<file path="src/design/hpdd_pkg.sv">
// ----------------------------------------------------------------------------
// hpdd_pkg: shared types and constants for the heading PID drive controller
// Op codes, register indexes, sequencer states and serial unit widths.
// ----------------------------------------------------------------------------
`default_nettype none

package hpdd_pkg;

    // item op codes
    localparam logic [2:0] OP_TICK     = 3'd0;
    localparam logic [2:0] OP_HEADING  = 3'd1;
    localparam logic [2:0] OP_THROTTLE = 3'd2;
    localparam logic [2:0] OP_STOP     = 3'd3;
    localparam logic [2:0] OP_CLOSE    = 3'd4;

    // register indexes (byte address / 4)
    localparam logic [2:0] REG_P_GAIN     = 3'd0;
    localparam logic [2:0] REG_I_GAIN     = 3'd1;
    localparam logic [2:0] REG_D_GAIN     = 3'd2;
    localparam logic [2:0] REG_ACCEL      = 3'd3;
    localparam logic [2:0] REG_DECEL      = 3'd4;
    localparam logic [2:0] REG_TURN_LIMIT = 3'd5;

    // serial multiplier: unsigned 48 x 16, one multiplier bit per cycle
    localparam int MCAND_W   = 48;
    localparam int MPLIER_W  = 16;
    localparam int PROD_W    = 64;
    localparam int MUL_CNT_W = 4;
    localparam logic [MUL_CNT_W-1:0] MUL_LAST = 4'(MPLIER_W - 1);

    // serial divider: restoring, one quotient bit per cycle
    localparam int DVD_W     = 58;
    localparam int DSR_W     = 23;
    localparam int DIV_CNT_W = 6;
    localparam logic [DIV_CNT_W-1:0] DIV_LAST = 6'(DVD_W - 1);

    localparam logic [PROD_W-1:0] IPROD_LIM = 64'h0004_0000_0000_0000;
    localparam logic signed [47:0] INTEG_MAX = 48'sh7FFF_FFFF_FFFF;
    localparam logic signed [47:0] INTEG_MIN = 48'sh8000_0000_0000;
    localparam logic signed [29:0] THR_MAX_Q16 = 30'sd8323072;

    typedef struct packed {
        logic busy;
        logic done;
    } t_unit_stat;

    typedef enum logic [3:0] {
        ST_IDLE,
        ST_UP,
        ST_DN,
        ST_EI,
        ST_P,
        ST_PD,
        ST_I,
        ST_ID,
        ST_D,
        ST_DD,
        ST_OUT
    } t_state;

endpackage

`default_nettype wire

</file>
<file path="src/design/hpdd_mul.sv">
// ----------------------------------------------------------------------------
// hpdd_mul: bit-serial unsigned multiplier
// Shift-and-add over the multiplier, one bit per cycle; product held after done.
// ----------------------------------------------------------------------------
`default_nettype none

module hpdd_mul import hpdd_pkg::*; (
    input  wire logic                i_clk,
    input  wire logic                i_rst_n,
    input  wire logic                i_start,
    input  wire logic [MCAND_W-1:0]  i_mcand,
    input  wire logic [MPLIER_W-1:0] i_mplier,
    output logic      [PROD_W-1:0]   o_prod,
    output t_unit_stat               o_stat
);

    logic [PROD_W-1:0]    r_acc;
    logic [PROD_W-1:0]    r_mcand;
    logic [MPLIER_W-1:0]  r_mplier;
    logic [MUL_CNT_W-1:0] r_cnt;
    logic                 r_busy;
    logic                 r_done;

    always_ff @(posedge i_clk) begin
        if (!i_rst_n) begin
            r_busy <= 1'b0;
            r_done <= 1'b0;
            r_cnt  <= '0;
        end else begin
            r_done <= 1'b0;
            if (i_start) begin
                r_busy <= 1'b1;
                r_cnt  <= '0;
            end else if (r_busy) begin
                r_cnt <= r_cnt + 1'b1;
                if (r_cnt == MUL_LAST) begin
                    r_busy <= 1'b0;
                    r_done <= 1'b1;
                end
            end
        end
    end

    always_ff @(posedge i_clk) begin
        if (i_start) begin
            r_acc    <= '0;
            r_mcand  <= {{(PROD_W-MCAND_W){1'b0}}, i_mcand};
            r_mplier <= i_mplier;
        end else if (r_busy) begin
            if (r_mplier[0]) begin
                r_acc <= r_acc + r_mcand;
            end
            r_mcand  <= {r_mcand[PROD_W-2:0], 1'b0};
            r_mplier <= {1'b0, r_mplier[MPLIER_W-1:1]};
        end
    end

    assign o_prod      = r_acc;
    assign o_stat.busy = r_busy;
    assign o_stat.done = r_done;

endmodule

`default_nettype wire

</file>
<file path="src/design/hpdd_div.sv">
// ----------------------------------------------------------------------------
// hpdd_div: bit-serial restoring divider
// Unsigned quotient, one bit per cycle, shifted into the dividend register.
// ----------------------------------------------------------------------------
`default_nettype none

module hpdd_div import hpdd_pkg::*; (
    input  wire logic             i_clk,
    input  wire logic             i_rst_n,
    input  wire logic             i_start,
    input  wire logic [DVD_W-1:0] i_dividend,
    input  wire logic [DSR_W-1:0] i_divisor,
    output logic      [DVD_W-1:0] o_quot,
    output t_unit_stat            o_stat
);

    logic [DVD_W-1:0]     r_q;
    logic [DSR_W-1:0]     r_rem;
    logic [DSR_W-1:0]     r_dsr;
    logic [DIV_CNT_W-1:0] r_cnt;
    logic                 r_busy;
    logic                 r_done;
    logic [DSR_W:0]       rem_sh;
    logic                 ge;

    assign rem_sh = {r_rem, r_q[DVD_W-1]};
    assign ge     = (rem_sh >= {1'b0, r_dsr});

    always_ff @(posedge i_clk) begin
        if (!i_rst_n) begin
            r_busy <= 1'b0;
            r_done <= 1'b0;
            r_cnt  <= '0;
        end else begin
            r_done <= 1'b0;
            if (i_start) begin
                r_busy <= 1'b1;
                r_cnt  <= '0;
            end else if (r_busy) begin
                r_cnt <= r_cnt + 1'b1;
                if (r_cnt == DIV_LAST) begin
                    r_busy <= 1'b0;
                    r_done <= 1'b1;
                end
            end
        end
    end

    always_ff @(posedge i_clk) begin
        if (i_start) begin
            r_q   <= i_dividend;
            r_rem <= '0;
            r_dsr <= i_divisor;
        end else if (r_busy) begin
            r_rem <= ge ? DSR_W'(rem_sh - {1'b0, r_dsr}) : rem_sh[DSR_W-1:0];
            r_q   <= {r_q[DVD_W-2:0], ge};
        end
    end

    assign o_quot      = r_q;
    assign o_stat.busy = r_busy;
    assign o_stat.done = r_done;

endmodule

`default_nettype wire

</file>
<file path="src/design/heading_pid_differential_drive.sv">
// ----------------------------------------------------------------------------
// heading_pid_differential_drive: heading PID steering with slewed throttle
// Sequence: a running tick runs six multiply steps over 16 multiplier bits and
// three divide steps over 58 dividend bits, each opened by a start strobe and
// closed by a done strobe, then the output state. Stop and close go from accept
// straight to output; other items give no result and leave the input ready.
// One item at a time; a running tick blocks input until its result is loaded.
// Reset: synchronous, active low; clears config and control state; running = 1.
// ----------------------------------------------------------------------------
`default_nettype none

module heading_pid_differential_drive import hpdd_pkg::*; (
    input  wire logic        i_clk,
    input  wire logic        i_rst_n,
    // {speed, heading_offset, elapsed_us, compass_heading} from bit 0 up
    input  wire logic [55:0] s_axis_tdata,
    // {compass_valid, op} from bit 0 up
    input  wire logic [3:0]  s_axis_tuser,
    input  wire logic        s_axis_tvalid,
    output logic             s_axis_tready,
    // {right_speed, left_speed} from bit 0 up
    output logic      [15:0] m_axis_tdata,
    output logic             m_axis_tvalid,
    input  wire logic        m_axis_tready,
    input  wire logic        psel,
    input  wire logic        penable,
    input  wire logic        pwrite,
    input  wire logic [4:0]  paddr,
    input  wire logic [31:0] pwdata,
    output logic      [31:0] prdata,
    output logic             pready
);

    // configuration
    logic signed [15:0] r_p_gain, r_i_gain, r_d_gain;
    logic [15:0]        r_accel, r_decel;
    logic [7:0]         r_turn;

    // controller state
    logic [11:0]        r_cur_head;
    logic signed [13:0] r_tgt_head;
    logic signed [24:0] r_cur_thr;
    logic signed [7:0]  r_tgt_thr;
    logic signed [47:0] r_integ;
    logic signed [13:0] r_prev_err;
    logic               r_running;

    // sequencer and work registers
    t_state             r_state, n_state;
    logic               r_first, n_first;
    logic [19:0]        r_el;
    logic               r_is_tick;
    logic [27:0]        r_up, r_dn;
    logic               r_sign;
    logic signed [57:0] r_steer;
    logic               r_m_valid;
    logic [15:0]        r_m_data;

    // input item fields
    logic [2:0]         in_op;
    logic               in_valid;
    logic [11:0]        in_head;
    logic [19:0]        in_el;
    logic signed [12:0] in_off;
    logic signed [7:0]  in_speed;
    logic               accept;
    logic               apb_wr;

    // serial units
    logic [MCAND_W-1:0]  mul_mcand;
    logic [MPLIER_W-1:0] mul_mplier;
    logic [PROD_W-1:0]   mul_prod;
    logic                mul_start;
    t_unit_stat          mul_stat;
    logic [DVD_W-1:0]    div_dvd;
    logic [DSR_W-1:0]    div_dsr;
    logic [DVD_W-1:0]    div_q;
    logic                div_start;
    t_unit_stat          div_stat;
    logic                out_load;

    // arithmetic
    logic signed [14:0] e_raw, e_w;
    logic signed [15:0] de_w;
    logic [15:0]        e_mag, de_mag, p_mag, i_mag, d_mag;
    logic [47:0]        s_mag;
    logic [PROD_W-1:0]  i_lim;
    logic [DSR_W-1:0]   el5;
    logic signed [29:0] sl_c, sl_t, sl_n;
    logic signed [48:0] ei_s, in_sum;
    logic signed [47:0] integ_n;
    logic signed [57:0] q_s;
    logic signed [57:0] st_lim;
    logic signed [25:0] st_c;
    logic signed [26:0] mix_l, mix_r;

    function automatic logic [7:0] drive_val(input logic signed [26:0] v);
        logic signed [26:0] adj;
        logic signed [11:0] w;
        adj = v;
        // truncate toward zero to whole motor units
        if (v < 27'sd0) begin
            adj = v + 27'sd65535;
        end
        w = $signed({adj[26], adj[26:16]}) + 12'sd127;
        if (w < 12'sd0) begin
            return 8'd0;
        end else if (w > 12'sd255) begin
            return 8'hFF;
        end
        return w[7:0];
    endfunction

    assign in_op    = s_axis_tuser[2:0];
    assign in_valid = s_axis_tuser[3];
    assign in_head  = s_axis_tdata[11:0];
    assign in_el    = s_axis_tdata[31:12];
    assign in_off   = s_axis_tdata[44:32];
    assign in_speed = s_axis_tdata[52:45];
    assign accept   = s_axis_tvalid && s_axis_tready;
    assign apb_wr   = psel && penable && pwrite;
    assign pready   = 1'b1;

    always_comb begin
        case (paddr[4:2])
            REG_P_GAIN:     prdata = {16'h0000, r_p_gain};
            REG_I_GAIN:     prdata = {16'h0000, r_i_gain};
            REG_D_GAIN:     prdata = {16'h0000, r_d_gain};
            REG_ACCEL:      prdata = {16'h0000, r_accel};
            REG_DECEL:      prdata = {16'h0000, r_decel};
            REG_TURN_LIMIT: prdata = {24'h000000, r_turn};
            default:        prdata = 32'h0000_0000;
        endcase
    end

    // heading error, wrapped once each way
    always_comb begin
        e_raw = $signed({r_tgt_head[13], r_tgt_head}) - $signed({3'b000, r_cur_head});
        e_w   = e_raw;
        if (e_w > 15'sd1800) begin
            e_w = e_w - 15'sd3600;
        end
        if (e_w < -15'sd1800) begin
            e_w = e_w + 15'sd3600;
        end
    end

    assign de_w   = $signed({e_w[14], e_w}) - $signed({{2{r_prev_err[13]}}, r_prev_err});
    assign e_mag  = e_w[14] ? 16'(-e_w) : 16'(e_w);
    assign de_mag = de_w[15] ? 16'(-de_w) : 16'(de_w);
    assign p_mag  = r_p_gain[15] ? 16'(-r_p_gain) : 16'(r_p_gain);
    assign i_mag  = r_i_gain[15] ? 16'(-r_i_gain) : 16'(r_i_gain);
    assign d_mag  = r_d_gain[15] ? 16'(-r_d_gain) : 16'(r_d_gain);
    assign s_mag  = r_integ[47] ? 48'(-r_integ) : 48'(r_integ);
    assign i_lim  = (mul_prod > IPROD_LIM) ? IPROD_LIM : mul_prod;
    assign el5    = {3'b000, r_el} + {1'b0, r_el, 2'b00};

    // throttle slew toward target
    always_comb begin
        sl_c = 30'(r_cur_thr);
        sl_t = 30'($signed({r_tgt_thr, 16'h0000}));
        sl_n = sl_c;
        if (sl_c < sl_t) begin
            if (sl_c < 30'sd0) begin
                sl_n = sl_c + $signed({2'b00, r_dn});
                if (sl_n > 30'sd0) begin
                    sl_n = 30'sd0;
                end
            end else begin
                sl_n = sl_c + $signed({2'b00, r_up});
                if (sl_n > THR_MAX_Q16) begin
                    sl_n = THR_MAX_Q16;
                end
            end
            if (sl_n > sl_t) begin
                sl_n = sl_t;
            end
        end else if (sl_c > sl_t) begin
            if (sl_c > 30'sd0) begin
                sl_n = sl_c - $signed({2'b00, r_dn});
                if (sl_n < 30'sd0) begin
                    sl_n = 30'sd0;
                end
            end else begin
                sl_n = sl_c - $signed({2'b00, r_up});
                if (sl_n < -THR_MAX_Q16) begin
                    sl_n = -THR_MAX_Q16;
                end
            end
            if (sl_n < sl_t) begin
                sl_n = sl_t;
            end
        end
    end

    // saturating integral update
    always_comb begin
        ei_s = $signed({16'h0000, mul_prod[32:0]});
        if (e_w[14]) begin
            ei_s = -ei_s;
        end
        in_sum = $signed({r_integ[47], r_integ}) + ei_s;
        if (in_sum[48] != in_sum[47]) begin
            integ_n = in_sum[48] ? INTEG_MIN : INTEG_MAX;
        end else begin
            integ_n = in_sum[47:0];
        end
    end

    assign q_s = r_sign ? -$signed(div_q) : $signed(div_q);

    // steering clamp and differential mix
    always_comb begin
        st_lim = 58'($signed({2'b00, r_turn, 16'h0000}));
        if (r_steer > st_lim) begin
            st_c = st_lim[25:0];
        end else if (r_steer < -st_lim) begin
            st_c = 26'(-st_lim);
        end else begin
            st_c = r_steer[25:0];
        end
        mix_l = 27'(r_cur_thr) + 27'(st_c);
        mix_r = 27'(r_cur_thr) - 27'(st_c);
    end

    // next state
    always_comb begin
        n_state = r_state;
        case (r_state)
            ST_IDLE: begin
                if (accept) begin
                    case (in_op)
                        OP_TICK:           n_state = r_running ? ST_UP : ST_IDLE;
                        OP_STOP, OP_CLOSE: n_state = ST_OUT;
                        default:           n_state = ST_IDLE;
                    endcase
                end
            end
            ST_UP:  if (mul_stat.done) n_state = ST_DN;
            ST_DN:  if (mul_stat.done) n_state = ST_EI;
            ST_EI:  if (mul_stat.done) n_state = ST_P;
            ST_P:   if (mul_stat.done) n_state = ST_PD;
            ST_PD:  if (div_stat.done) n_state = ST_I;
            ST_I:   if (mul_stat.done) n_state = ST_ID;
            ST_ID:  if (div_stat.done) n_state = ST_D;
            ST_D:   if (mul_stat.done) n_state = ST_DD;
            ST_DD:  if (div_stat.done) n_state = ST_OUT;
            ST_OUT: if (!r_m_valid || m_axis_tready) n_state = ST_IDLE;
            default: n_state = ST_IDLE;
        endcase
        n_first = (n_state != r_state);
    end

    // outputs of the sequencer
    always_comb begin
        s_axis_tready = (r_state == ST_IDLE);
        out_load      = (r_state == ST_OUT) && (!r_m_valid || m_axis_tready);
        mul_mcand     = '0;
        mul_mplier    = '0;
        mul_start     = 1'b0;
        div_dvd       = '0;
        div_dsr       = DSR_W'(5);
        div_start     = 1'b0;
        case (r_state)
            ST_UP: begin
                mul_mcand  = {28'h0, r_el};
                mul_mplier = r_accel;
                mul_start  = r_first;
            end
            ST_DN: begin
                mul_mcand  = {28'h0, r_el};
                mul_mplier = r_decel;
                mul_start  = r_first;
            end
            ST_EI: begin
                mul_mcand  = {28'h0, r_el};
                mul_mplier = e_mag;
                mul_start  = r_first;
            end
            ST_P: begin
                mul_mcand  = {32'h0, e_mag};
                mul_mplier = p_mag;
                mul_start  = r_first;
            end
            ST_I: begin
                mul_mcand  = s_mag;
                mul_mplier = i_mag;
                mul_start  = r_first;
            end
            ST_D: begin
                mul_mcand  = {32'h0, de_mag};
                mul_mplier = d_mag;
                mul_start  = r_first;
            end
            ST_PD: begin
                div_dvd   = {mul_prod[50:0], 7'b0};
                div_start = r_first;
            end
            ST_ID: begin
                div_dvd   = {i_lim[50:0], 7'b0};
                div_start = r_first;
            end
            ST_DD: begin
                div_dvd   = {mul_prod[50:0], 7'b0};
                div_dsr   = el5;
                div_start = r_first;
            end
            default: ;
        endcase
    end

    always_ff @(posedge i_clk) begin
        if (!i_rst_n) begin
            r_p_gain   <= '0;
            r_i_gain   <= '0;
            r_d_gain   <= '0;
            r_accel    <= '0;
            r_decel    <= '0;
            r_turn     <= '0;
            r_cur_head <= '0;
            r_tgt_head <= '0;
            r_cur_thr  <= '0;
            r_tgt_thr  <= '0;
            r_integ    <= '0;
            r_prev_err <= '0;
            r_running  <= 1'b1;
            r_state    <= ST_IDLE;
            r_first    <= 1'b0;
            r_m_valid  <= 1'b0;
        end else begin
            r_state <= n_state;
            r_first <= n_first;
            if (apb_wr && pready) begin
                case (paddr[4:2])
                    REG_P_GAIN:     r_p_gain <= pwdata[15:0];
                    REG_I_GAIN:     r_i_gain <= pwdata[15:0];
                    REG_D_GAIN:     r_d_gain <= pwdata[15:0];
                    REG_ACCEL:      r_accel  <= pwdata[15:0];
                    REG_DECEL:      r_decel  <= pwdata[15:0];
                    REG_TURN_LIMIT: r_turn   <= pwdata[7:0];
                    default: ;
                endcase
            end
            if (accept) begin
                case (in_op)
                    OP_TICK: begin
                        if (r_running) begin
                            r_cur_head <= in_valid ? in_head : 12'd0;
                        end
                    end
                    OP_HEADING: begin
                        r_tgt_head <= $signed({2'b00, r_cur_head}) + $signed({in_off[12], in_off});
                    end
                    OP_THROTTLE: begin
                        r_tgt_thr <= in_speed;
                    end
                    OP_STOP, OP_CLOSE: begin
                        r_tgt_head <= $signed({2'b00, r_cur_head});
                        r_cur_thr  <= '0;
                        r_tgt_thr  <= '0;
                        if (in_op == OP_CLOSE) begin
                            r_running <= 1'b0;
                        end
                    end
                    default: ;
                endcase
            end
            if (r_state == ST_EI && mul_stat.done) begin
                r_integ   <= integ_n;
                r_cur_thr <= sl_n[24:0];
            end
            if (out_load && r_is_tick) begin
                r_prev_err <= e_w[13:0];
            end
            if (out_load) begin
                r_m_valid <= 1'b1;
            end else if (m_axis_tready) begin
                r_m_valid <= 1'b0;
            end
        end
    end

    always_ff @(posedge i_clk) begin
        if (accept) begin
            r_el      <= (in_el == 20'd0) ? 20'd1 : in_el;
            r_is_tick <= (in_op == OP_TICK);
            // halt drives 127,127 through the normal mix
            r_steer   <= '0;
        end
        if (mul_stat.done) begin
            case (r_state)
                ST_UP: r_up <= mul_prod[35:8];
                ST_DN: r_dn <= mul_prod[35:8];
                ST_P:  r_sign <= r_p_gain[15] ^ e_w[14];
                ST_I:  r_sign <= r_i_gain[15] ^ r_integ[47];
                ST_D:  r_sign <= r_d_gain[15] ^ de_w[15];
                default: ;
            endcase
        end
        if (div_stat.done) begin
            if (r_state == ST_PD) begin
                r_steer <= q_s;
            end else begin
                r_steer <= r_steer + q_s;
            end
        end
        if (out_load) begin
            r_m_data <= {drive_val(mix_r), drive_val(mix_l)};
        end
    end

    hpdd_mul u_mul (
        .i_clk    (i_clk),
        .i_rst_n  (i_rst_n),
        .i_start  (mul_start),
        .i_mcand  (mul_mcand),
        .i_mplier (mul_mplier),
        .o_prod   (mul_prod),
        .o_stat   (mul_stat)
    );

    hpdd_div u_div (
        .i_clk      (i_clk),
        .i_rst_n    (i_rst_n),
        .i_start    (div_start),
        .i_dividend (div_dvd),
        .i_divisor  (div_dsr),
        .o_quot     (div_q),
        .o_stat     (div_stat)
    );

    assign m_axis_tdata  = r_m_data;
    assign m_axis_tvalid = r_m_valid;

    a_idle_units: assert property (@(posedge i_clk) disable iff (!i_rst_n)
        (r_state == ST_IDLE) |-> (!mul_stat.busy && !div_stat.busy))
        else $error("serial unit busy while sequencer idle");

    a_close_only: assert property (@(posedge i_clk) disable iff (!i_rst_n)
        $fell(r_running) |->
            $past(s_axis_tvalid && s_axis_tready && s_axis_tuser[2:0] == OP_CLOSE))
        else $error("running cleared without a close item");

    a_thr_range: assert property (@(posedge i_clk) disable iff (!i_rst_n)
        (r_cur_thr <= 25'sd8323072) && (r_cur_thr >= -25'sd8323072))
        else $error("throttle beyond full scale");

    a_out_src: assert property (@(posedge i_clk) disable iff (!i_rst_n)
        $rose(r_m_valid) |-> $past(r_state == ST_OUT))
        else $error("result loaded outside output state");

    a_mul_state: assert property (@(posedge i_clk) disable iff (!i_rst_n)
        mul_stat.done |-> (r_state == ST_UP || r_state == ST_DN || r_state == ST_EI ||
                           r_state == ST_P || r_state == ST_I || r_state == ST_D))
        else $error("multiplier finished outside a multiply step");

endmodule

`default_nettype wire
</file>
<file path="config.mk">
export PLATFORM = sky130hd
export DESIGN_NAME = heading_pid_differential_drive
export DESIGN_NICKNAME = d
export VERILOG_FILES = /design/src/design/hpdd_pkg.sv /design/src/design/hpdd_mul.sv /design/src/design/hpdd_div.sv /design/src/design/heading_pid_differential_drive.sv
export SDC_FILE = /design/constraint.sdc
export NUM_CORES = 2
export LEC_CHECK = 0
export BUFFER_PORTS_ARGS = -buffer_cell sky130_fd_sc_hd__buf_2
export CAP_MARGIN = 20
export CORE_ASPECT_RATIO = 1.2
export CORE_MARGIN = 3
export CORE_UTILIZATION = 65
export DETAILED_ROUTE_END_ITERATION = 10
export GPL_TIMING_DRIVEN = 0
export PLACE_DENSITY = 0.83
export SETUP_SLACK_MARGIN = 0.4
export SYNTH_ARGS = -nofsm -noshare
export SYNTH_HDL_FRONTEND = slang
export SYNTH_SLANG_ARGS = --single-unit
</file>
<file path="constraint.sdc">
create_clock -name i_clk -period 10.5 [get_ports i_clk]
set_input_delay 0 -clock i_clk [delete_from_list [all_inputs] [get_ports i_clk]]
set_output_delay 0 -clock i_clk [all_outputs]
set_load 0.02 [all_outputs]
</file>
---- After elaboration in Yosys (flattened, before gate mapping) ----
Cells that the tools add are included.
word-level totals
  register bits after elaboration ......... 630
  bits of input ports ..................... 104
  output and inout port bits .............. 51
  logic and storage cells ................. 255
cells by class
  add/sub/neg operators ................... 31
  $lt $le $gt $ge ......................... 22
  equal/unequal tests ..................... 24
  mux-type cells .......................... 91
  bitwise gates (word level) .............. 6
  reduce and logical (&&, ||, !) cells .... 45
operators with widths
  kind                                                         count
  2-to-1 mux 58 bit                                            6
  2-to-1 mux 30 bit                                            9
  2-to-1 mux 48 bit                                            5
  case mux 16 bit (6 select lines)                             2
  case mux 48 bit (4 select lines)                             1
  2-to-1 mux 25 bit                                            7
  case mux 58 bit (2 select lines)                             1
  2-to-1 mux 16 bit                                            7
  2-to-1 mux 27 bit                                            4
  adder 64 bit                                                 1
  > comparator 64 x 51 -> 1 bit, second input constant         1
  negation 16 bit                                              4
  adder 25 x 29 -> 30 bit                                      2
  subtractor 25 x 29 -> 30 bit                                 2
  adder 58 bit                                                 1
  > comparator 58 x 25 -> 1 bit                                1
  less-than comparator 58 bit                                  1
  negation 24 -> 58 bit                                        1
  negation 58 bit                                              1
  adder 27 x 17 -> 27 bit, second input constant               2
  less-than comparator 27 x 1 -> 1 bit, second input constant  2
  2-to-1 mux 26 bit                                            2
  2-to-1 mux 51 bit                                            1
  adder 48 x 49 -> 49 bit                                      1
  other kinds (68)                                             154

---- Logic depth before layout (Yosys ltp) ----
  depth in word-level cells ............... 14
  mapped depth ............................ 41
  depth with buffers taken out ............ 37

---- By module ----
Synthesis repeated with hierarchy kept, for this count alone.
second synthesis, totals
  cell total of the unflattened synthesis .. 7297
  area total of the unflattened synthesis .. 59032.9 µm²
modules (own cells, without submodules)
  module                          instances  cells each  area an instance (µm²)
  heading_pid_differential_drive  1          5693        43470.4
  hpdd_mul                        1          1089        9720.6
  hpdd_div                        1          515         5841.9

---- Worst setup path after synthesis ----
No wires, ideal clock.
  kind .................................... register -> register
  from .................................... reg r_turn[0]
  to ...................................... reg r_m_data[0], in the netlist m_axis_tdata[0] (data pin)
  setup time .............................. 0.280 ns
  arrival time ............................ 8.487 ns
  required time ........................... 10.220 ns
  slack ................................... 1.734 ns
  cell stages (with the launch flop) ...... 40
  clock period less this slack ............ 8.766 ns
  cells stage by stage .................... dfxtp_1 -> inv_1 -> ha_1 -> nand4_1 -> nor3_1 -> ha_1 -> a21o_1 -> a21o_1 -> a21o_1 -> a21o_1 -> a21oi_1 -> nor2b_1 -> o21ai_0 -> a2111oi_0 -> o2111ai_1 -> a31oi_1 -> nor2b_1 -> clkbuf_1 -> (+4 left out) -> fa_1 -> or2_2 -> a221oi_1 -> nor2_1 -> o21bai_1 -> xnor2_1 -> a2111o_1 -> a2111oi_0 -> a21boi_1 -> nand2_1 -> xor2_1 -> ha_1 -> clkbuf_1 -> a21o_1 -> a21boi_0 -> or3b_2 -> a21boi_2 -> o32ai_1
on the way
  longest elaborated chain between the ends .. 14
ends and longest elaborated chain
  element                                                                                 line                                                                          RTL
  start: declaration                                                                      heading_pid_differential_drive.sv:37                                          logic [7:0] r_turn;
  start signal: assignment                                                                heading_pid_differential_drive.sv:340                                         REG_TURN_LIMIT: r_turn <= pwdata[7:0];
  negation 24 -> 58 bit                                                                   heading_pid_differential_drive.sv:218                                         st_c = 26'(-st_lim);
  less-than comparator 58 bit                                                             heading_pid_differential_drive.sv:217                                         end else if (r_steer < -st_lim) begin
  2-to-1 mux 26 bit                                                                       heading_pid_differential_drive.sv:217
  2-to-1 mux 26 bit (*)                                                                   heading_pid_differential_drive.sv:215                                         if (r_steer > st_lim) begin
  adder 25 x 26 -> 27 bit (*)                                                             heading_pid_differential_drive.sv:222                                         mix_l = 27'(r_cur_thr) + 27'(st_c);
  adder 27 x 17 -> 27 bit / less-than comparator 27 x 1 -> 1 bit (equally long branches)  heading_pid_differential_drive.sv:103, heading_pid_differential_drive.sv:102
  2-to-1 mux 27 bit (*)                                                                   heading_pid_differential_drive.sv:102                                         if (v < 27'sd0) begin
  2-to-1 mux 27 bit (*)                                                                   heading_pid_differential_drive.sv:407                                         if (out_load) begin
  adder 11 x 8 -> 12 bit (*)                                                              heading_pid_differential_drive.sv:105                                         w = $signed({adj[26], adj[26:16]}) + 12'sd127;
  > comparator 12 x 9 -> 1 bit                                                            heading_pid_differential_drive.sv:108                                         end else if (w > 12'sd255) begin
  2-to-1 mux 1 bit                                                                        heading_pid_differential_drive.sv:108
  2-to-1 mux 1 bit                                                                        heading_pid_differential_drive.sv:106                                         if (w < 12'sd0) begin
  2-to-1 mux 1 bit                                                                        heading_pid_differential_drive.sv:407
  2-to-1 mux 8 bit (*)                                                                    heading_pid_differential_drive.sv:111                                         return w[7:0];
  end signal: assignment                                                                  heading_pid_differential_drive.sv:408                                         r_m_data <= {drive_val(mix_r), drive_val(mix_l)};
  end: declaration                                                                        heading_pid_differential_drive.sv:57                                          logic [15:0] r_m_data;
Every way passes the cells marked *; elsewhere a longest branch is shown, timed or not. The select of a mux whose other input is x is not followed.
A chain may end at the register's enable or synchronous reset.

---- Final worst setup path ----
  from .................................... reg r_turn[2]
  to ...................................... reg r_m_data[1], in the netlist m_axis_tdata[1] (data pin)
The elaborated chain is that of the path after synthesis.

==> results by group <==
Outcome
  • Status: completed

Timing
  • Final setup margin: approximately 0.90 ns
  • Final setup viols: 0
  • Final hold slack: around 0.010 ns
  • Time the worst path needs with I/O delays and setup: 9.60 ns
  • Slew @ Worst Pin: 1.29 ns
  • Fmax: 104 MHz
  • Relative slew margins: between 10% and 20%
  • Hold Fails Final Rpt: 0
  • RSZ-0062 raised after global routing: false
  • Worst Skew: roughly 0.036 ns
  • Final period util: about nine tenths
  • Final Max Slew Viols: 0

Worst setup path
  • Reg2reg setup slack: between 0.8 and 0.9 ns
  • Slowest-stage cell, CP: nor4_2
  • CP peak stage delay: about 0.55 ns
  • Reg2Reg Launch Point: r_turn[2]
  • Crit Path Category: reg2reg
  • Cell mode on critical path: clkbuf_2
  • Worst reg2reg path endpoint: m_axis_tdata[1]
  • CP Data Required Time: 10.83 ns
  • Critical path endpoint category: register
  • Max FO, Critical Path: 10
  • Critical path arrival: 9.94 ns
  • CP Launch Type: register
  • R2R depth: 38

Routing
  • DR vias/cell: roughly 6.7
  • Router iterations before antenna repair: 9
  • Via count: between 50000 and 60000
  • DRT iter0 DRCs: 6222
  • Final WL: around 200 mm
  • DRC: 0
  • Routed len/inst: 23.0 microns
  • Post-DRT Antenna Nets: 0

Clocking
  • Total CTS buffers: 69
  • Sink Count: 630
  • Clock transition at path regs: around 0.06 ns
  • # H-tree levels: 3
  • Clk_lat worst skew: roughly 0.64 ns
  • CTS tree: done
  • Clock root cell: clkbuf_16
  • Clock Tree Buf Depth: 3

Logic synthesis
  • Gate count of the mapped netlist: 7135
  • Avg Cell Area, Syn: between 8 and 9 sq um
  • YS warnings: 0
  • Synthesis-stage register bit count: 630
  • Synthesized cell area: approximately 0.058 sq mm
  • FFs w/ async S/R, synth: 0%
  • Sequential area share after synthesis: a little over a quarter
  • Synth Flop Type: dfxtp_1
  • Yosys cell types: ~120
  • Post-synth EDFFs: between 200 and 300

Floorplan
  • Core area: around 0.09 sq mm
  • Die area: just over 0.09 sq mm
  • Rows: around 120
  • Initial Util: about two thirds
  • Die Span X: about 280 microns
  • Die span in y: between 300 and 400 microns
  • IO Count: 155

Place
  • Pre-CTS setup slack: -1.01 ns
  • GP Congestion: roughly 1.0
  • Placed Area: between 0.05 and 0.06 sq mm
  • Dpl hpwl: about 150 mm
  • Port-buffer cells: between 100 and 150

Min path
  • Min-delay worst type: in2reg
  • Worst Hold End: r_tgt_head[0]
  • Hold Path Origin: s_axis_tdata[32]
  • Hold path cells: 4

Final layout
  • Synth-to-Final Area Change: 10.1%
  • Final instance area: around 0.063 sq mm
  • Layout cells sized above 1: between 6 and 7%
  • NumNets Final: roughly 8100

Pwr
  • Total Power: 10.1 mW
  • Worst IR Drop VDD: between 0.0003 and 0.0004 V
  • Pwr/cell area: 160 mW/mm^2
  • Leakage: roughly 26 nW

GRT
  • Vias in the first global route: 54600
  • First-pass GRT wire length: 304 mm
  • Pin count of the biggest net entering global routing: 65
  • Number of antenna violations at the first check in global routing: 5
  • Congestion Overflow GR: 0
  • GRT Total Usage: between 40 and 50%

Run
  • Max-cap violations: 0
[synth_stat cells (26+ instances only)]
library cell  instances  share of area, %
a2111oi_0            28              0.43
a211oi_1            105               1.4
a211oi_2             34              0.74
a21o_1              176               2.3
a21oi_1             668               5.8
a221oi_1             37              0.56
a22o_1               62              0.94
a22oi_1              34              0.44
a31oi_1              74              0.80
and2_1               60              0.65
and3_1               50              0.54
buf_1                31              0.20
clkbuf_1            290               1.9
dfxtp_1             333                12
edfxtp_1            297                15
ha_1                521                11
inv_1               360               2.3
mux2i_1             107               1.9
nand2_1             721               4.7
nand2b_1            105               1.1
nand3_1             149               1.3
nand4_1              74              0.80
nor2_1              572               3.7
nor2b_1              81              0.88
nor3_1              164               1.4
nor3b_1              26              0.34
nor4_1               97               1.1
o211ai_1             50              0.65
o21a_1               73              0.95
o21ai_0             362               3.1
o21bai_1             58              0.76
o22ai_1              50              0.54
o31ai_1              91               1.2
o41ai_1              30              0.46
or2_2                40              0.43
or3_1                75              0.81
or4_1                45              0.59
xnor2_1             336               5.1
xor2_1              179               2.7
[cell families after synthesis]
family / after synthesis / synth area share (%)
AOI/OAI and AO/OA: 2252 / 26.2
xor gates and xnor gates: 517 / 7.90
adders and majority gates: 535 / 11.8
buffers and inverters: 732 / 4.99
DFF: 630 / 27.0
muxes: 126 / 2.37
other: 2 / 0.0130
and+or+nand+nor: 2341 / 19.7
[where the power goes]
group / internal [mW] / leakage, nW / switching (mW)
registers: 2.78 / 5.42 / 0.409
logic: 1.70 / 19.3 / 2.80
clock network: 1.35 / 1.06 / 1.10
total: 5.83 / 25.8 / 4.31
[routing by layer]
layer  vias to the layer above  part of all wire [%]  global-route usage, %
met3                       845                   9.3                   7.21
met4                         2                   8.9                   30.3
met1                     27200                    37                   49.3
li1                      27000                     -                      -
met5                         -                0.0065                      0
met2                      3200                    45                   67.2
[stage by stage]
step,std cells,utilization [%],TNS (ns)
floorplan,7150,-,0
CTS,8639,71.8,0
global placement,8413,67.9,-13.68
global route,8653,72.2,0
detailed placement,8424,68.2,-19.11
finish,8660,72.2,0
[layout by cell type (no fill, tap or decap), types with 34 or more instances in the layout]
| cell | n |
|---|---|
| and2_1 | 60 |
| a22oi_1 | 34 |
| o22ai_1 | 50 |
| o21ai_0 | 362 |
| dlygate4sd3_1 | 88 |
| dfxtp_1 | 331 |
| o21bai_1 | 58 |
| o21a_1 | 73 |
| and3_1 | 49 |
| a31oi_1 | 73 |
| xnor2_1 | 334 |
| nor4_1 | 94 |
| nor3_1 | 159 |
| o31ai_1 | 89 |
| a221oi_1 | 34 |
| xor2_1 | 178 |
| or4_1 | 45 |
| clkbuf_1 | 290 |
| nand4_1 | 74 |
| a21oi_1 | 665 |
| mux2i_1 | 106 |
| a211oi_2 | 36 |
| or3_1 | 75 |
| edfxtp_1 | 297 |
| inv_1 | 360 |
| nand2_1 | 720 |
| a21o_1 | 176 |
| ha_1 | 521 |
| o211ai_1 | 50 |
| or2_2 | 40 |
| a22o_1 | 62 |
| nor2b_1 | 81 |
| buf_2 | 135 |
| nand3_1 | 148 |
| nand2b_1 | 103 |
| a211oi_1 | 103 |
| nor2_1 | 571 |
| clkbuf_16 | 70 |
[final cells by class]
cell class,instances,area (sq um)
sequential,630,15600
clock buffer,88,1870
clock inverter,36,338
tap,1149,1440
timing repair buffer,230,1770
buffer,364,1530
multi-input combinational,5788,39500
fill,6953,24400
inverter,368,1380
antenna,7,17.5
[state kept, by name (all words and copies together), names as in the netlist, 23 cells and up]
signal         cells
u_div.r_rem       23
r_dn              28
u_div.o_quot      58
u_mul.r_mcand     64
r_steer           58
r_up              28
u_mul.o_prod      64
r_integ           48
r_cur_thr         25
u_div.r_dsr       23
[worst max-delay path: cells and delay by family (launching register included)]
| kind | cells | cell delay (ns) |
|---|---|---|
| buffers and inverters | 6 | 1.23 |
| adders and majority gates | 4 | 0.99 |
| DFF | 1 | 0.32 |
| AOI/OAI and AO/OA | 16 | 3.70 |
| and+or+nand+nor | 11 | 2.80 |
| xor gates and xnor gates | 1 | 0.21 |
[worst max path at each step]
stage | start | endpoint | slack, ns | depth (start not counted)
detailed placement | r_turn[2] | m_axis_tdata[5] | -1.01 | 40
global route | r_cur_head[0] | r_integ[3] | 0.36 | 38
global placement | r_turn[2] | m_axis_tdata[0] | -0.70 | 39
finish | r_turn[2] | m_axis_tdata[1] | 0.90 | 38
floorplan | r_turn[0] | m_axis_tdata[0] | 1.73 | 39
CTS | r_turn[0] | m_axis_tdata[5] | 0.43 | 37
[what timing repair did]
action,CTS,global route
cloned,0,0
endpoints found under the hold margin,139,0
setup buffers,3,8
pin swaps,2,6
setup endpoints to repair,63,64
hold buffers,88,0
gates resized for setup,26,41
(Power assumes the default switching activity.)
